File: config.mk
export PLATFORM = sky130hd
export DESIGN_NAME = onewire_temperature_reader_flat
export DESIGN_NICKNAME = d
export VERILOG_FILES = /design/src/owt_pkg.sv /design/src/owt_if.sv /design/src/owt_regs.sv /design/src/owt_core.sv /design/src/onewire_temperature_reader.sv /design/src/flat_wrapper.sv
export VERILOG_INCLUDE_DIRS = /design/src /design/src/src
export SDC_FILE = /design/constraint.sdc
export NUM_CORES = 1
export LEC_CHECK = 0
export BUFFER_PORTS_ARGS = -buffer_cell sky130_fd_sc_hd__buf_2
export CAP_MARGIN = 0
export CORE_ASPECT_RATIO = 1.25
export CORE_MARGIN = 8
export CORE_UTILIZATION = 45
export CTS_CLUSTER_DIAMETER = 100
export DETAILED_ROUTE_END_ITERATION = 8
export PLACE_DENSITY = 0.62
export RECOVER_POWER = 25
export SLEW_MARGIN = 20
export SYNTH_ARGS = -nofsm -noshare
export SYNTH_HDL_FRONTEND = slang
export SYNTH_SLANG_ARGS = --single-unit
File: constraint.sdc
create_clock -name clk_i -period 11.15 [get_ports clk_i]
set_input_delay 0.5575 -clock clk_i [delete_from_list [all_inputs] [get_ports clk_i]]
set_output_delay 0.5575 -clock clk_i [all_outputs]
set_load 0.005 [all_outputs]
File: src/onewire_temperature_reader_defines.svh
// ----------------------------------------------------------------------------
// onewire_temperature_reader_defines.svh
// Assertion macros shared by the one-wire temperature reader.
// ----------------------------------------------------------------------------
`ifndef ONEWIRE_TEMPERATURE_READER_DEFINES_SVH
`define ONEWIRE_TEMPERATURE_READER_DEFINES_SVH

// Clocked check, masked while reset is asserted.
`define OWT_ASSERT(lbl, prop, msg) \
  lbl: assert property (@(posedge clk_i) disable iff (!rst_ni) prop) else $error(msg);

// Clocked check that also holds during reset.
`define OWT_ASSERT_ALWAYS(lbl, prop, msg) \
  lbl: assert property (@(posedge clk_i) prop) else $error(msg);

`endif

File: src/owt_pkg.sv
// ----------------------------------------------------------------------------
// owt_pkg
// Shared types and constants of the one-wire temperature reader.
// ----------------------------------------------------------------------------
package owt_pkg;

  localparam int unsigned TimerBitsDef = 16;
  localparam int unsigned PhaseBits    = 16;
  localparam int unsigned TempBits     = 16;
  localparam int unsigned ApbAddrBits  = 5;
  localparam int unsigned ApbDataBits  = 32;

  // Register reset values
  localparam logic [7:0]  SkipRomRst    = 8'd204;
  localparam logic [7:0]  ConvertRst    = 8'd68;
  localparam logic [7:0]  ReadScratchRst = 8'd190;
  localparam logic [15:0] ConvWaitRst   = 16'd15000;
  localparam logic [9:0]  ResetPulseRst = 10'd480;

  // Fixed slot timings in microsecond ticks
  localparam logic [PhaseBits-1:0] PresSampleUs = 16'd70;
  localparam logic [PhaseBits-1:0] PresTailUs   = 16'd410;
  localparam logic [PhaseBits-1:0] W1LowUs      = 16'd5;
  localparam logic [PhaseBits-1:0] W1RelUs      = 16'd55;
  localparam logic [PhaseBits-1:0] W0LowUs      = 16'd60;
  localparam logic [PhaseBits-1:0] W0RelUs      = 16'd5;
  localparam logic [PhaseBits-1:0] RecoveryUs   = 16'd2;
  localparam logic [PhaseBits-1:0] RdLowUs      = 16'd2;
  localparam logic [PhaseBits-1:0] RdSampleUs   = 16'd10;
  localparam logic [PhaseBits-1:0] RdTailUs     = 16'd50;

  typedef enum logic [2:0] {
    REG_SKIP_ROM    = 3'd0,
    REG_CONVERT     = 3'd1,
    REG_READ_SCRATCH = 3'd2,
    REG_CONV_WAIT   = 3'd3,
    REG_RESET_PULSE = 3'd4
  } reg_idx_e;

  typedef struct packed {
    logic [7:0]  skip_rom_command;
    logic [7:0]  convert_command;
    logic [7:0]  read_scratch_command;
    logic [15:0] conversion_wait_us;
    logic [9:0]  reset_pulse_us;
  } cfg_t;

  typedef struct packed {
    logic                       drive_low;
    logic                       busy_res;
    logic                       result_valid;
    logic                       sensor_absent;
    logic signed [TempBits-1:0] temperature_raw;
  } res_t;

endpackage

File: src/owt_if.sv
// ----------------------------------------------------------------------------
// owt_if
// Valid/ready channels for request items and result items.
// ----------------------------------------------------------------------------
interface owt_req_if;
  logic valid;
  logic ready;
  logic req_type;
  logic line_level;

  modport source (output valid, output req_type, output line_level, input ready);
  modport sink   (input valid, input req_type, input line_level, output ready);
endinterface

interface owt_res_if;
  logic                                valid;
  logic                                ready;
  logic                                drive_low;
  logic                                busy_res;
  logic                                result_valid;
  logic                                sensor_absent;
  logic signed [owt_pkg::TempBits-1:0] temperature_raw;

  modport source (output valid, output drive_low, output busy_res, output result_valid,
                  output sensor_absent, output temperature_raw, input ready);
  modport sink   (input valid, input drive_low, input busy_res, input result_valid,
                  input sensor_absent, input temperature_raw, output ready);
endinterface

File: src/owt_regs.sv
// ----------------------------------------------------------------------------
// owt_regs
// APB configuration registers.
// ----------------------------------------------------------------------------
module owt_regs (
  input  logic                               clk_i,
  input  logic                               rst_ni,
  input  logic                               psel,
  input  logic                               penable,
  input  logic                               pwrite,
  input  logic [owt_pkg::ApbAddrBits-1:0]    paddr,
  input  logic [owt_pkg::ApbDataBits-1:0]    pwdata,
  output logic [owt_pkg::ApbDataBits-1:0]    prdata,
  output logic                               pready,
  output owt_pkg::cfg_t                      cfg_o
);
  import owt_pkg::*;

  cfg_t     cfg_q;
  logic     wr_en;
  reg_idx_e idx;

  assign pready = 1'b1;
  assign wr_en  = psel && penable && pwrite;
  assign idx    = reg_idx_e'(paddr[ApbAddrBits-1:2]);

  always_ff @(posedge clk_i or negedge rst_ni) begin
    if (!rst_ni) begin
      cfg_q.skip_rom_command     <= SkipRomRst;
      cfg_q.convert_command      <= ConvertRst;
      cfg_q.read_scratch_command <= ReadScratchRst;
      cfg_q.conversion_wait_us   <= ConvWaitRst;
      cfg_q.reset_pulse_us       <= ResetPulseRst;
    end else if (wr_en) begin
      case (idx)
        REG_SKIP_ROM:     cfg_q.skip_rom_command     <= pwdata[7:0];
        REG_CONVERT:      cfg_q.convert_command      <= pwdata[7:0];
        REG_READ_SCRATCH: cfg_q.read_scratch_command <= pwdata[7:0];
        REG_CONV_WAIT:    cfg_q.conversion_wait_us   <= pwdata[15:0];
        REG_RESET_PULSE:  cfg_q.reset_pulse_us       <= pwdata[9:0];
        default: ;
      endcase
    end
  end

  always_comb begin
    case (idx)
      REG_SKIP_ROM:     prdata = ApbDataBits'(cfg_q.skip_rom_command);
      REG_CONVERT:      prdata = ApbDataBits'(cfg_q.convert_command);
      REG_READ_SCRATCH: prdata = ApbDataBits'(cfg_q.read_scratch_command);
      REG_CONV_WAIT:    prdata = ApbDataBits'(cfg_q.conversion_wait_us);
      REG_RESET_PULSE:  prdata = ApbDataBits'(cfg_q.reset_pulse_us);
      default:          prdata = '0;
    endcase
  end

  assign cfg_o = cfg_q;

endmodule

File: src/owt_core.sv
// ----------------------------------------------------------------------------
// owt_core
// Bus sequencer: one microsecond tick or start request per enabled cycle.
// ----------------------------------------------------------------------------
module owt_core #(
  parameter int unsigned TIMER_BITS = owt_pkg::TimerBitsDef
) (
  input  logic          clk_i,
  input  logic          rst_ni,
  input  logic          en_i,
  input  logic          req_type_i,
  input  logic          line_level_i,
  input  owt_pkg::cfg_t cfg_i,
  output owt_pkg::res_t res_o
);
  import owt_pkg::*;

  localparam int unsigned CmpBits = (TIMER_BITS > PhaseBits) ? TIMER_BITS : PhaseBits;

  typedef enum logic [3:0] {
    ST_IDLE  = 4'd0,
    ST_RST1  = 4'd1,
    ST_SKIP1 = 4'd2,
    ST_CONV  = 4'd3,
    ST_WAIT  = 4'd4,
    ST_RST2  = 4'd5,
    ST_SKIP2 = 4'd6,
    ST_RDCMD = 4'd7,
    ST_RLSB  = 4'd8,
    ST_RMSB  = 4'd9
  } step_e;

  localparam logic [1:0] SlotLow  = 2'd0;
  localparam logic [1:0] SlotMid  = 2'd1;
  localparam logic [1:0] SlotTail = 2'd2;

  step_e                 step_q, step_d;
  logic [1:0]            slot_q, slot_d;
  logic [TIMER_BITS-1:0] timer_q, timer_d;
  logic [2:0]            bit_q, bit_d;
  logic [7:0]            shift_q, shift_d;
  logic [7:0]            low_q, low_d;
  logic                  pres_q, pres_d;

  logic                 is_rst, is_wr, is_rd, cmd_bit, drive_now;
  logic [7:0]           cmd;
  logic [PhaseBits-1:0] len, last;
  logic [CmpBits-1:0]   last_cmp, mask_cmp, last_clip;
  logic                 phase_end;

  assign is_rst = (step_q inside {ST_RST1, ST_RST2});
  assign is_wr  = (step_q inside {ST_SKIP1, ST_CONV, ST_SKIP2, ST_RDCMD});
  assign is_rd  = (step_q inside {ST_RLSB, ST_RMSB});

  always_comb begin
    case (step_q)
      ST_CONV:  cmd = cfg_i.convert_command;
      ST_RDCMD: cmd = cfg_i.read_scratch_command;
      default:  cmd = cfg_i.skip_rom_command;
    endcase
  end
  assign cmd_bit = cmd[bit_q];

  // phase length in ticks, zero-length config phases last one tick
  always_comb begin
    len = PhaseBits'(1);
    if (step_q == ST_WAIT) begin
      len = (cfg_i.conversion_wait_us != '0) ? cfg_i.conversion_wait_us : PhaseBits'(1);
    end else if (is_rst) begin
      if (slot_q == SlotLow) begin
        len = (cfg_i.reset_pulse_us != '0) ? PhaseBits'(cfg_i.reset_pulse_us)
                                           : PhaseBits'(1);
      end else if (slot_q == SlotMid) begin
        len = PresSampleUs;
      end else begin
        len = PresTailUs;
      end
    end else if (is_wr) begin
      if (slot_q == SlotLow)      len = cmd_bit ? W1LowUs : W0LowUs;
      else if (slot_q == SlotMid) len = cmd_bit ? W1RelUs : W0RelUs;
      else                        len = RecoveryUs;
    end else if (is_rd) begin
      if (slot_q == SlotLow)      len = RdLowUs;
      else if (slot_q == SlotMid) len = RdSampleUs;
      else                        len = RdTailUs;
    end
  end

  // clip the terminal count to what the timer can hold
  assign last      = len - PhaseBits'(1);
  assign last_cmp  = CmpBits'(last);
  assign mask_cmp  = CmpBits'({TIMER_BITS{1'b1}});
  assign last_clip = (last_cmp > mask_cmp) ? mask_cmp : last_cmp;
  assign phase_end = (CmpBits'(timer_q) == last_clip);

  assign drive_now = !(step_q inside {ST_IDLE, ST_WAIT}) && (slot_q == SlotLow);

  always_comb begin
    step_d  = step_q;
    slot_d  = slot_q;
    timer_d = timer_q;
    bit_d   = bit_q;
    shift_d = shift_q;
    low_d   = low_q;
    pres_d  = pres_q;
    res_o   = '0;

    if (req_type_i) begin
      if (step_q == ST_IDLE) begin
        step_d  = ST_RST1;
        slot_d  = SlotLow;
        timer_d = '0;
        bit_d   = '0;
        pres_d  = 1'b0;
        res_o.drive_low = 1'b1;
      end else begin
        res_o.drive_low = drive_now;
      end
    end else if (step_q != ST_IDLE) begin
      res_o.drive_low = drive_now;
      if (phase_end) begin
        if (slot_q == SlotMid && is_rst) pres_d = !line_level_i;
        if (slot_q == SlotMid && is_rd && line_level_i) shift_d = shift_q | (8'd1 << bit_q);
        timer_d = '0;
        if (step_q == ST_WAIT) begin
          step_d = ST_RST2;
          slot_d = SlotLow;
          bit_d  = '0;
          pres_d = 1'b0;
        end else if (slot_q != SlotTail) begin
          slot_d = slot_q + 2'd1;
        end else begin
          slot_d = SlotLow;
          if (is_rst) begin
            if (!pres_q) begin
              // no presence pulse: abort
              step_d = ST_IDLE;
              res_o.result_valid  = 1'b1;
              res_o.sensor_absent = 1'b1;
            end else begin
              step_d = (step_q == ST_RST1) ? ST_SKIP1 : ST_SKIP2;
              bit_d  = '0;
            end
          end else if (bit_q != 3'd7) begin
            bit_d = bit_q + 3'd1;
          end else begin
            bit_d = '0;
            case (step_q)
              ST_SKIP1: step_d = ST_CONV;
              ST_CONV:  step_d = ST_WAIT;
              ST_SKIP2: step_d = ST_RDCMD;
              ST_RDCMD: begin
                shift_d = '0;
                step_d  = ST_RLSB;
              end
              ST_RLSB: begin
                low_d   = shift_q;
                shift_d = '0;
                step_d  = ST_RMSB;
              end
              ST_RMSB: begin
                res_o.temperature_raw = {shift_q, low_q};
                res_o.result_valid    = 1'b1;
                step_d                = ST_IDLE;
              end
              default: step_d = ST_IDLE;
            endcase
          end
        end
      end else begin
        timer_d = timer_q + TIMER_BITS'(1);
      end
    end
    res_o.busy_res = (step_d != ST_IDLE);
  end

  always_ff @(posedge clk_i or negedge rst_ni) begin
    if (!rst_ni) begin
      step_q  <= ST_IDLE;
      slot_q  <= SlotLow;
      timer_q <= '0;
      bit_q   <= '0;
      shift_q <= '0;
      low_q   <= '0;
      pres_q  <= 1'b0;
    end else if (en_i) begin
      step_q  <= step_d;
      slot_q  <= slot_d;
      timer_q <= timer_d;
      bit_q   <= bit_d;
      shift_q <= shift_d;
      low_q   <= low_d;
      pres_q  <= pres_d;
    end
  end

endmodule

File: src/onewire_temperature_reader.sv
// ----------------------------------------------------------------------------
// onewire_temperature_reader: one-wire master doing a full temperature read.
// Items pass the input register, then the result register; a result stall
//   holds the item in the input register.
// Throughput: 1 item per cycle while results are taken; combinational step.
// Reset: rst_ni async low; sequencer idle, registers to defaults, stages empty.
// ----------------------------------------------------------------------------
`include "onewire_temperature_reader_defines.svh"

module onewire_temperature_reader #(
  parameter int unsigned TIMER_BITS = owt_pkg::TimerBitsDef
) (
  input  logic                            clk_i,
  input  logic                            rst_ni,
  owt_req_if.sink                         req_i,
  owt_res_if.source                       res_o,
  input  logic                            psel,
  input  logic                            penable,
  input  logic                            pwrite,
  input  logic [owt_pkg::ApbAddrBits-1:0] paddr,
  input  logic [owt_pkg::ApbDataBits-1:0] pwdata,
  output logic [owt_pkg::ApbDataBits-1:0] prdata,
  output logic                            pready
);
  import owt_pkg::*;

  cfg_t cfg;
  res_t core_res;

  // input stage: one tick or start request waiting for the sequencer
  logic in_v_q;
  logic in_req_q;
  logic in_line_q;

  // result stage: holds a finished item until the sink takes it
  logic out_v_q;
  res_t out_q;

  logic out_free;  // result stage can take a new item this cycle
  logic core_en;   // sequencer consumes the buffered item
  logic in_acc;

  assign out_free    = !out_v_q || res_o.ready;
  assign core_en     = in_v_q && out_free;
  assign req_i.ready = !in_v_q || out_free;
  assign in_acc      = req_i.valid && req_i.ready;

  always_ff @(posedge clk_i or negedge rst_ni) begin
    if (!rst_ni) begin
      in_v_q <= 1'b0;
    end else if (in_acc) begin
      in_v_q <= 1'b1;
    end else if (core_en) begin
      in_v_q <= 1'b0;
    end
  end

  // payload needs no reset
  always_ff @(posedge clk_i) begin
    if (in_acc) begin
      in_req_q  <= req_i.req_type;
      in_line_q <= req_i.line_level;
    end
  end

  owt_regs u_regs (
    .clk_i   (clk_i),
    .rst_ni  (rst_ni),
    .psel    (psel),
    .penable (penable),
    .pwrite  (pwrite),
    .paddr   (paddr),
    .pwdata  (pwdata),
    .prdata  (prdata),
    .pready  (pready),
    .cfg_o   (cfg)
  );

  // sequencer state advances only when the buffered item is consumed
  owt_core #(
    .TIMER_BITS (TIMER_BITS)
  ) u_core (
    .clk_i        (clk_i),
    .rst_ni       (rst_ni),
    .en_i         (core_en),
    .req_type_i   (in_req_q),
    .line_level_i (in_line_q),
    .cfg_i        (cfg),
    .res_o        (core_res)
  );

  always_ff @(posedge clk_i or negedge rst_ni) begin
    if (!rst_ni) begin
      out_v_q <= 1'b0;
    end else if (core_en) begin
      out_v_q <= 1'b1;
    end else if (res_o.ready) begin
      out_v_q <= 1'b0;
    end
  end

  always_ff @(posedge clk_i) begin
    if (core_en) out_q <= core_res;
  end

  assign res_o.valid           = out_v_q;
  assign res_o.drive_low       = out_q.drive_low;
  assign res_o.busy_res        = out_q.busy_res;
  assign res_o.result_valid    = out_q.result_valid;
  assign res_o.sensor_absent   = out_q.sensor_absent;
  assign res_o.temperature_raw = out_q.temperature_raw;

  // a blocked input item stays buffered
  `OWT_ASSERT(a_in_hold, in_v_q && !out_free |=> in_v_q, "input item lost while stalled")
  // every consumed item lands in the result stage
  `OWT_ASSERT(a_core_to_out, core_en |=> out_v_q, "consumed item not registered")
  // an absent sensor reports a finished sequence with zero reading
  `OWT_ASSERT(a_absent_fmt,
    out_v_q && out_q.sensor_absent |-> out_q.result_valid && !out_q.busy_res &&
    out_q.temperature_raw == '0, "bad absent-sensor result")

endmodule

File: src/flat_wrapper.sv
// flat-port wrapper written by rule: the top's interface ports become plain ports
module onewire_temperature_reader_flat import owt_pkg::*;
#(
  parameter int unsigned TIMER_BITS = owt_pkg::TimerBitsDef
)
  (clk_i, rst_ni, psel, penable, pwrite, paddr, pwdata, prdata, pready, req_i_valid, req_i_req_type, req_i_line_level, req_i_ready, res_o_valid, res_o_drive_low, res_o_busy_res, res_o_result_valid, res_o_sensor_absent, res_o_temperature_raw, res_o_ready);
  owt_req_if req_i_i ();
  owt_res_if res_o_i ();
  input  logic clk_i;
  input  logic rst_ni;
  input  logic psel;
  input  logic penable;
  input  logic pwrite;
  input  logic [owt_pkg::ApbAddrBits-1:0] paddr;
  input  logic [owt_pkg::ApbDataBits-1:0] pwdata;
  output logic [owt_pkg::ApbDataBits-1:0] prdata;
  output logic pready;
  input wire logic [$bits(req_i_i.valid)-1:0] req_i_valid;
  input wire logic [$bits(req_i_i.req_type)-1:0] req_i_req_type;
  input wire logic [$bits(req_i_i.line_level)-1:0] req_i_line_level;
  output wire logic [$bits(req_i_i.ready)-1:0] req_i_ready;
  output wire logic [$bits(res_o_i.valid)-1:0] res_o_valid;
  output wire logic [$bits(res_o_i.drive_low)-1:0] res_o_drive_low;
  output wire logic [$bits(res_o_i.busy_res)-1:0] res_o_busy_res;
  output wire logic [$bits(res_o_i.result_valid)-1:0] res_o_result_valid;
  output wire logic [$bits(res_o_i.sensor_absent)-1:0] res_o_sensor_absent;
  output wire logic [$bits(res_o_i.temperature_raw)-1:0] res_o_temperature_raw;
  input wire logic [$bits(res_o_i.ready)-1:0] res_o_ready;
  assign req_i_i.valid = req_i_valid;
  assign req_i_i.req_type = req_i_req_type;
  assign req_i_i.line_level = req_i_line_level;
  assign req_i_ready = req_i_i.ready;
  assign res_o_valid = res_o_i.valid;
  assign res_o_drive_low = res_o_i.drive_low;
  assign res_o_busy_res = res_o_i.busy_res;
  assign res_o_result_valid = res_o_i.result_valid;
  assign res_o_sensor_absent = res_o_i.sensor_absent;
  assign res_o_temperature_raw = res_o_i.temperature_raw;
  assign res_o_i.ready = res_o_ready;
  onewire_temperature_reader #(.TIMER_BITS(TIMER_BITS)) u_core (.clk_i(clk_i), .rst_ni(rst_ni), .req_i(req_i_i), .res_o(res_o_i), .psel(psel), .penable(penable), .pwrite(pwrite), .paddr(paddr), .pwdata(pwdata), .prdata(prdata), .pready(pready));
endmodule
* Word-level counts from Yosys, hierarchy flattened
Index checks and enable logic that the tools add are counted.
** Word-level totals
- Flip-flop bits (word level) :: 116
- Input port bits :: 46
- Output and inout port bits :: 55
- Word-level logic and storage cells :: 174
** Operators by class
- $add $sub $neg :: 4
- Magnitude comparators :: 2
- Equality and inequality tests :: 20
- Shifts and indexed selects :: 1
- Mux-type cells :: 72
- Bitwise gates (word level) :: 9
- Reduce and logical (&&, ||, !) cells :: 45
** Operator list (number)
- $mux W16 :: 9
- $pmux W16 S5 :: 1
- $mux W8 :: 6
- $mux W6 :: 7
- $mux W3 :: 11
- $mux W4 :: 8
- $mux W10 :: 2
- $pmux W4 S5 :: 1
- $mux W1 :: 17
- $add A16 B1 Y16 const B :: 1
- $eq A16 B16 Y1 :: 1
- $eq A4 B3 Y1 const B :: 4
- $gt A16 B16 Y1 const B :: 1
- $pmux W8 S2 :: 1
- $reduce_bool A16 Y1 :: 1
- $sub A16 B1 Y16 const B :: 1
- $mux W2 :: 7
- $reduce_bool A2 Y1 :: 7
- $reduce_bool A4 Y1 :: 3
- $reduce_and A2 Y1 :: 5
- $reduce_bool A10 Y1 :: 1
- $mux W9 :: 1
- $reduce_and A9 Y1 :: 1
- $eq A4 B2 Y1 const B :: 2
- other kinds (32) :: 54

* Logic depth before layout (Yosys ltp)
- Depth after elaboration :: 18
- Mapped depth :: 18

* Modules after synthesis
Synthesis repeated with hierarchy kept, for this count alone.
** Second synthesis, totals
- Cell total of the unflattened synthesis :: 687
- Area, all modules :: 7230.7 µm²
** By module, submodules not included
- owt_core :: instances 1, cells an instance 476, area each 3976.3 µm²
- owt_regs :: instances 1, cells an instance 181, area each 2489.9 µm²
- onewire_temperature_reader :: instances 1, cells an instance 30, area each 764.5 µm²

* Worst setup path before layout
OpenSTA, ideal clock, no wires.
- Kind :: register to register
- From :: reg u_core.u_regs.cfg_q (netlist bit u_core.u_regs.cfg_o[20])
- To :: reg u_core.u_core.low_q[0]
- Library setup time :: 0.125 ns
- Data arrival time :: 3.994 ns
- Required time :: 11.025 ns
- Path slack :: 7.031 ns
- Stages on the path, launching flop included :: 15
- Period minus slack after synthesis :: 4.119 ns
- Path through :: dfrtp_1 clkbuf_1 nor4_1 nand2b_1 o21ai_0 o21ai_1 or2_2 ha_1 and3_1 and3_1 a221o_1 nor4_4 nand4_4 nor3_4 mux2_4
** On the way
- Cells in the longest elaborated chain, start to end :: 8
** RTL lines
- from (decl) :: RTL line owt_regs.sv:19 : cfg_t cfg_q;
- $reduce_bool A16 Y1 :: RTL line owt_core.sv:68 : len = (cfg_i.conversion_wait_us != '0) ? cfg_i.conversion_wait_us : PhaseBits'(1);
- $mux W16 * :: RTL line owt_core.sv:68
- $mux W16 * :: RTL line owt_core.sv:67 : if (step_q == ST_WAIT) begin
- $sub A16 B1 Y16 * :: RTL line owt_core.sv:90 : assign last = len - PhaseBits'(1);
- $gt A16 B16 Y1 :: RTL line owt_core.sv:93 : assign last_clip = (last_cmp > mask_cmp) ? mask_cmp : last_cmp;
- $mux W16 * :: RTL line owt_core.sv:93
- $eq A16 B16 Y1 * :: RTL line owt_core.sv:94 : assign phase_end = (CmpBits'(timer_q) == last_clip);
- $reduce_and A9 Y1 (no source line) *
- to (signal assigned) :: RTL line owt_core.sv:192 : low_q <= low_d;
- to (decl) :: RTL line owt_core.sv:42 : logic [7:0] low_q, low_d;
Mark *: on every way between the ends. The rest lies on a longest branch, timed or not.
A chain may end at the register's enable or synchronous reset.

* Final worst setup path
- From :: reg u_core.u_core.step_q[0]
- To :: reg u_core.out_q (netlist bit u_core.res_o.result_valid) (data pin)
** On the way
- Cells in the longest elaborated chain, start to end :: 16
** RTL lines
- from (decl) :: RTL line owt_core.sv:37 : step_e step_q, step_d;
- from (signal assigned) :: RTL line owt_core.sv:187 : step_q <= step_d;
- $eq A4 B3 Y1 or $eq A4 B2 Y1 (tied branches) :: RTL line owt_core.sv:52, owt_core.sv:56
- $pmux W8 S2 :: RTL line owt_core.sv:56 : case (step_q)
- $bmux W1 S3 :: RTL line owt_core.sv:62 : assign cmd_bit = cmd[bit_q];
- $mux W1 (implied by the code) :: RTL line owt_core.sv:62
- $mux W6 (2 in a row) :: RTL line owt_core.sv:80 : else if (slot_q == SlotMid) len = cmd_bit ? W1RelUs : W0RelUs;
- $mux W6 :: RTL line owt_core.sv:79 : if (slot_q == SlotLow) len = cmd_bit ? W1LowUs : W0LowUs;
- $mux W16 :: RTL line owt_core.sv:78 : end else if (is_wr) begin
- $mux W16 :: RTL line owt_core.sv:69 : end else if (is_rst) begin
- $mux W16 :: RTL line owt_core.sv:67
- $sub A16 B1 Y16 :: RTL line owt_core.sv:90
- $gt A16 B16 Y1 :: RTL line owt_core.sv:93
- $mux W16 :: RTL line owt_core.sv:93
- $eq A16 B16 Y1 :: RTL line owt_core.sv:94
- $not A1 Y1 (no source line)
- $reduce_or A5 Y1 (no source line)
- to (signal assigned) :: RTL line onewire_temperature_reader.sv:103 : if (core_en) out_q <= core_res;
- to (decl) :: RTL line onewire_temperature_reader.sv:37 : res_t out_q;
Several ways; a longest one is shown, not always the timed one. The select of a mux whose other input is x is not followed.

==> reports/qor.txt <==
Final #Nets -> 800
drt pass-1 iters -> 5
H-tree depth -> 4
initial drt markers -> 366
Root Buffer Master -> clkbuf_16
Worst Path Arrival -> 5.11 ns
Max FO, Critical Path -> 23
clk_skew -> 0.007425 ns
Synth area leader -> dfrtp_1
largest net degree at the start of global routing -> 55
Seq pwr share -> 40.0%
CP startpoint kind -> register
fin area -> 8069 sq um
r2r startpoint -> u_core.u_core.step_q[0]$_DFFE_PN0P_
I/O pins -> 101
initial antenna violation count -> 0
Hold WC Path Type -> input pin to register
Total GRT Usage -> 19.18%
failing checks -> max-capacitance violations, max-slew violations
Initial Utilization -> 45.78%
FP Rows -> 51
layout cells sized above 1 -> 28.14%
Internal Power -> 945.6 uW
hold_sp -> req_i_line_level
endpoints failing hold -> 0
clock latency on the worst-skew pair -> 0.42 ns
Final Max Slew Viols -> 97
Area after DPL -> 7541 sq um
switching fraction of total power -> 34.36%
Critical Path End Type -> register
Synth Cell Area -> 7128 sq um
Synth cell types -> 83
Lkg Pwr -> 3.465 nW
# setup viols final -> 0
Sw Pwr -> 495.1 uW
drc violations -> 0
number of global-route vias before repair -> 5681
worst-margin pin slew -> 2.962 ns
Top FF cell, synth -> dfrtp_1
FMAX -> 0.2047 GHz
Core ar. -> 15570 sq um
Logic pwr share -> 26.0%
Yosys top cell area share -> 24.93%
first-pass GRT wire length -> 30300 microns
final wirelength -> 18700 microns
Synth Area per Inst -> 10.32 sq um
max_cap viols -> 2
RSZ-0062 raised after global routing -> no
Critical path origin -> u_core.u_core.step_q[0]$_DFFE_PN0P_
ys async rst share -> 81.03%
register bit total from synthesis -> 116
Die H -> 156.7 microns
Synthesis Warnings -> 0
Final Critical Period -> 4.884 ns
commonest non-fill, non-tap cell in the layout -> dfrtp_1
RePlAce Congestion -> 0.8932
die width -> 128.6 microns
CP Cell Sequence -> and3b_1 > a2111oi_1 > o31a_1 > a21o_1 > or2_2 > ha_1 > nand3_1 > or4_1 > a211oi_2 > and4_1 > nand2_1 > nor3b_1
Seq/Total Area, Yosys -> 42.67%
setup_tns -> 0 ns
CTS sink count -> 116
status -> complete, but fails checks
Layout area overhead -> 13.20%
most frequent cells in the layout -> dfrtp_1, buf_2, mux2_2, nor2_1, nand2_1
Port Buf Inserts -> 65
grt peak-use layer -> met2
# diodes -> 0
crit-path leading delay family -> simple AND/OR/NAND/NOR gates
DRT antenna net count -> 0
Rel. slew slack -> -97.47%
die area -> 20150 sq um
slowest cell on the critical path -> a2111oi_1
pwr dens -> 178.5 nW/um^2
FILL cells -> 1457
number of synthesized flops with an enable pin -> 22
hold buffers post-CTS -> 0
Max clock buf depth -> 2
Max VDD drop -> 0.1121 mV
Final Cycle Share -> 43.80%
Largest stage delay, worst path -> 0.70 ns
Post-Syn Instances -> 691
DP HPWL -> 13730 microns
CP Class -> register to register
largest cells by area after synthesis -> dfrtp_1, edfxtp_1, mux2_2
CTS tree -> done
drt wl/cell -> 19.30 microns
post-CTS setup buffers -> 0
routing usage on met1 -> 22.46%
post-DR vias/cell -> 5.834
gr ovfl total -> 0
CTS resizes -> 0
vias post-DR -> 5653
met3 usage -> 3.473%
WP data required -> 11.38 ns
Num CTS Buffers -> 17
Reg clk slew, reported paths -> 0.06 ns
GR Util met2 -> 32.84%
Clock Power Share -> 34.0%
Worst Path Buf+Inv -> 0
==> worst register-to-register path: cells and delay by family, from the launching register on <==
kind / cells / cell delay [ns]
flops: 1 / 0.63
fa+ha+maj: 1 / 0.19
simple gates: 7 / 2.33
compound gates: 4 / 1.54
==> cells in the mapped netlist, types with 6 or more instances <==
master    instances
o21ai_0          23
xnor2_1          16
inv_1            13
nor2_1           52
nor3_1           12
edfxtp_1         22
buf_2             6
nor3b_1           6
o31ai_1           8
a22oi_1          17
a22o_1            8
nor2b_1           9
nand3_1          25
nor4_1           10
ha_1             10
and3_1           20
a21oi_1          17
dfstp_2          23
and2_1           26
mux2_2           58
dfrtp_1          71
mux2_4            8
o22ai_1          13
xor2_1            9
clkbuf_1         22
buf_4            19
nand2_1          42
a31oi_1          11
==> power by group through the flow <==
stage               Combinational [mW]  Sequential, mW  Clock, mW
finish                           0.375           0.576      0.489
global route                     0.412           0.584      0.516
CTS                              0.375           0.573      0.498
detailed placement               0.373           0.581          0
global placement                 0.365           0.577          0
floorplan                        0.307           0.538          0
==> sequential cells by signal, indices dropped and copies added, names as in the netlist <==
register / cells
u_core.in_line_q: 1
u_core.in_req_q: 1
u_core.in_v_q: 1
u_core.res_o.busy_res: 1
u_core.res_o.drive_low: 1
u_core.res_o.result_valid: 1
u_core.res_o.sensor_absent: 1
u_core.res_o.temperature_raw: 16
u_core.res_o.valid: 1
u_core.u_core.bit_q: 3
u_core.u_core.low_q: 8
u_core.u_core.pres_q: 1
u_core.u_core.shift_q: 8
u_core.u_core.slot_q: 2
u_core.u_core.step_q: 4
u_core.u_core.timer_q: 16
u_core.u_regs.cfg_o: 50
==> layer usage <==
layer | vias to the layer above | share of wire [%]
met5 | - | 0
met4 | 0 | 3.0
met3 | 43 | 4.4
met2 | 198 | 50
met1 | 2752 | 43
li1 | 2660 | -
==> stage by stage <==
| stage | cells | setup WS (ns) | utilization [%] | hold slack (ns) | power [mW] |
|---|---|---|---|---|---|
| 3_3_place_gp | 937 | 6.369 | 48.43 | 0.4875 | 0.9421 |
| 5_1_grt | 969 | 5.900 | 51.82 | 0.3032 | 1.512 |
| 2_1_floorplan | 706 | 7.031 | - | 0.2619 | 0.8451 |
| 6_report | 969 | 6.266 | 51.82 | 0.3150 | 1.441 |
| 4_1_cts | 969 | 6.299 | 51.87 | 0.1885 | 1.446 |
| 3_5_place_dp | 937 | 6.306 | 48.43 | 0.4872 | 0.9535 |
==> final cells by class <==
class	instances	area [sq um]	share of cell area, %
inverter	14	52.55	0.6513
sequential	116	3042	37.70
timing repair buffer	73	380.4	4.714
multi-input combinational	522	3794	47.02
tap	212	265.3	3.287
clock buffer	17	425.4	5.272
clock inverter	15	110.1	1.365
==> final timing paths <==
check	end	slack, ns	cells after the start
worst max-delay path	u_core.res_o.result_valid$_SDFFCE_PP0P_	6.27	12
worst min register to register	u_core.u_core.low_q[7]$_DFFE_PN0P_	0.50	1
worst min-delay path	u_core.in_line_q$_DFFE_PP_	0.32	1
min in group asynchronous	u_core.u_regs.cfg_o[20]$_DFFE_PN0P_	1.09	1
max in group asynchronous	u_core.u_core.low_q[3]$_DFFE_PN0P_	6.88	2
worst max register to register	u_core.res_o.result_valid$_SDFFCE_PP0P_	6.27	12
==> kinds of logic after synthesis <==
kind of cell             count (synthesis)  synth area share [%]
buffers and inverters                   68                 4.897
AND/OR/NAND/NOR                        249                 19.85
multiplexers                            72                 12.39
other                                    2                0.1054
adder cells (fa/ha/maj)                 10                 1.755
flip-flops                             116                 42.67
AO/OA/AOI/OAI                          149                 15.25
XOR/XNOR                                25                 3.072
Note: power is estimated with default switching activity, not from simulation.
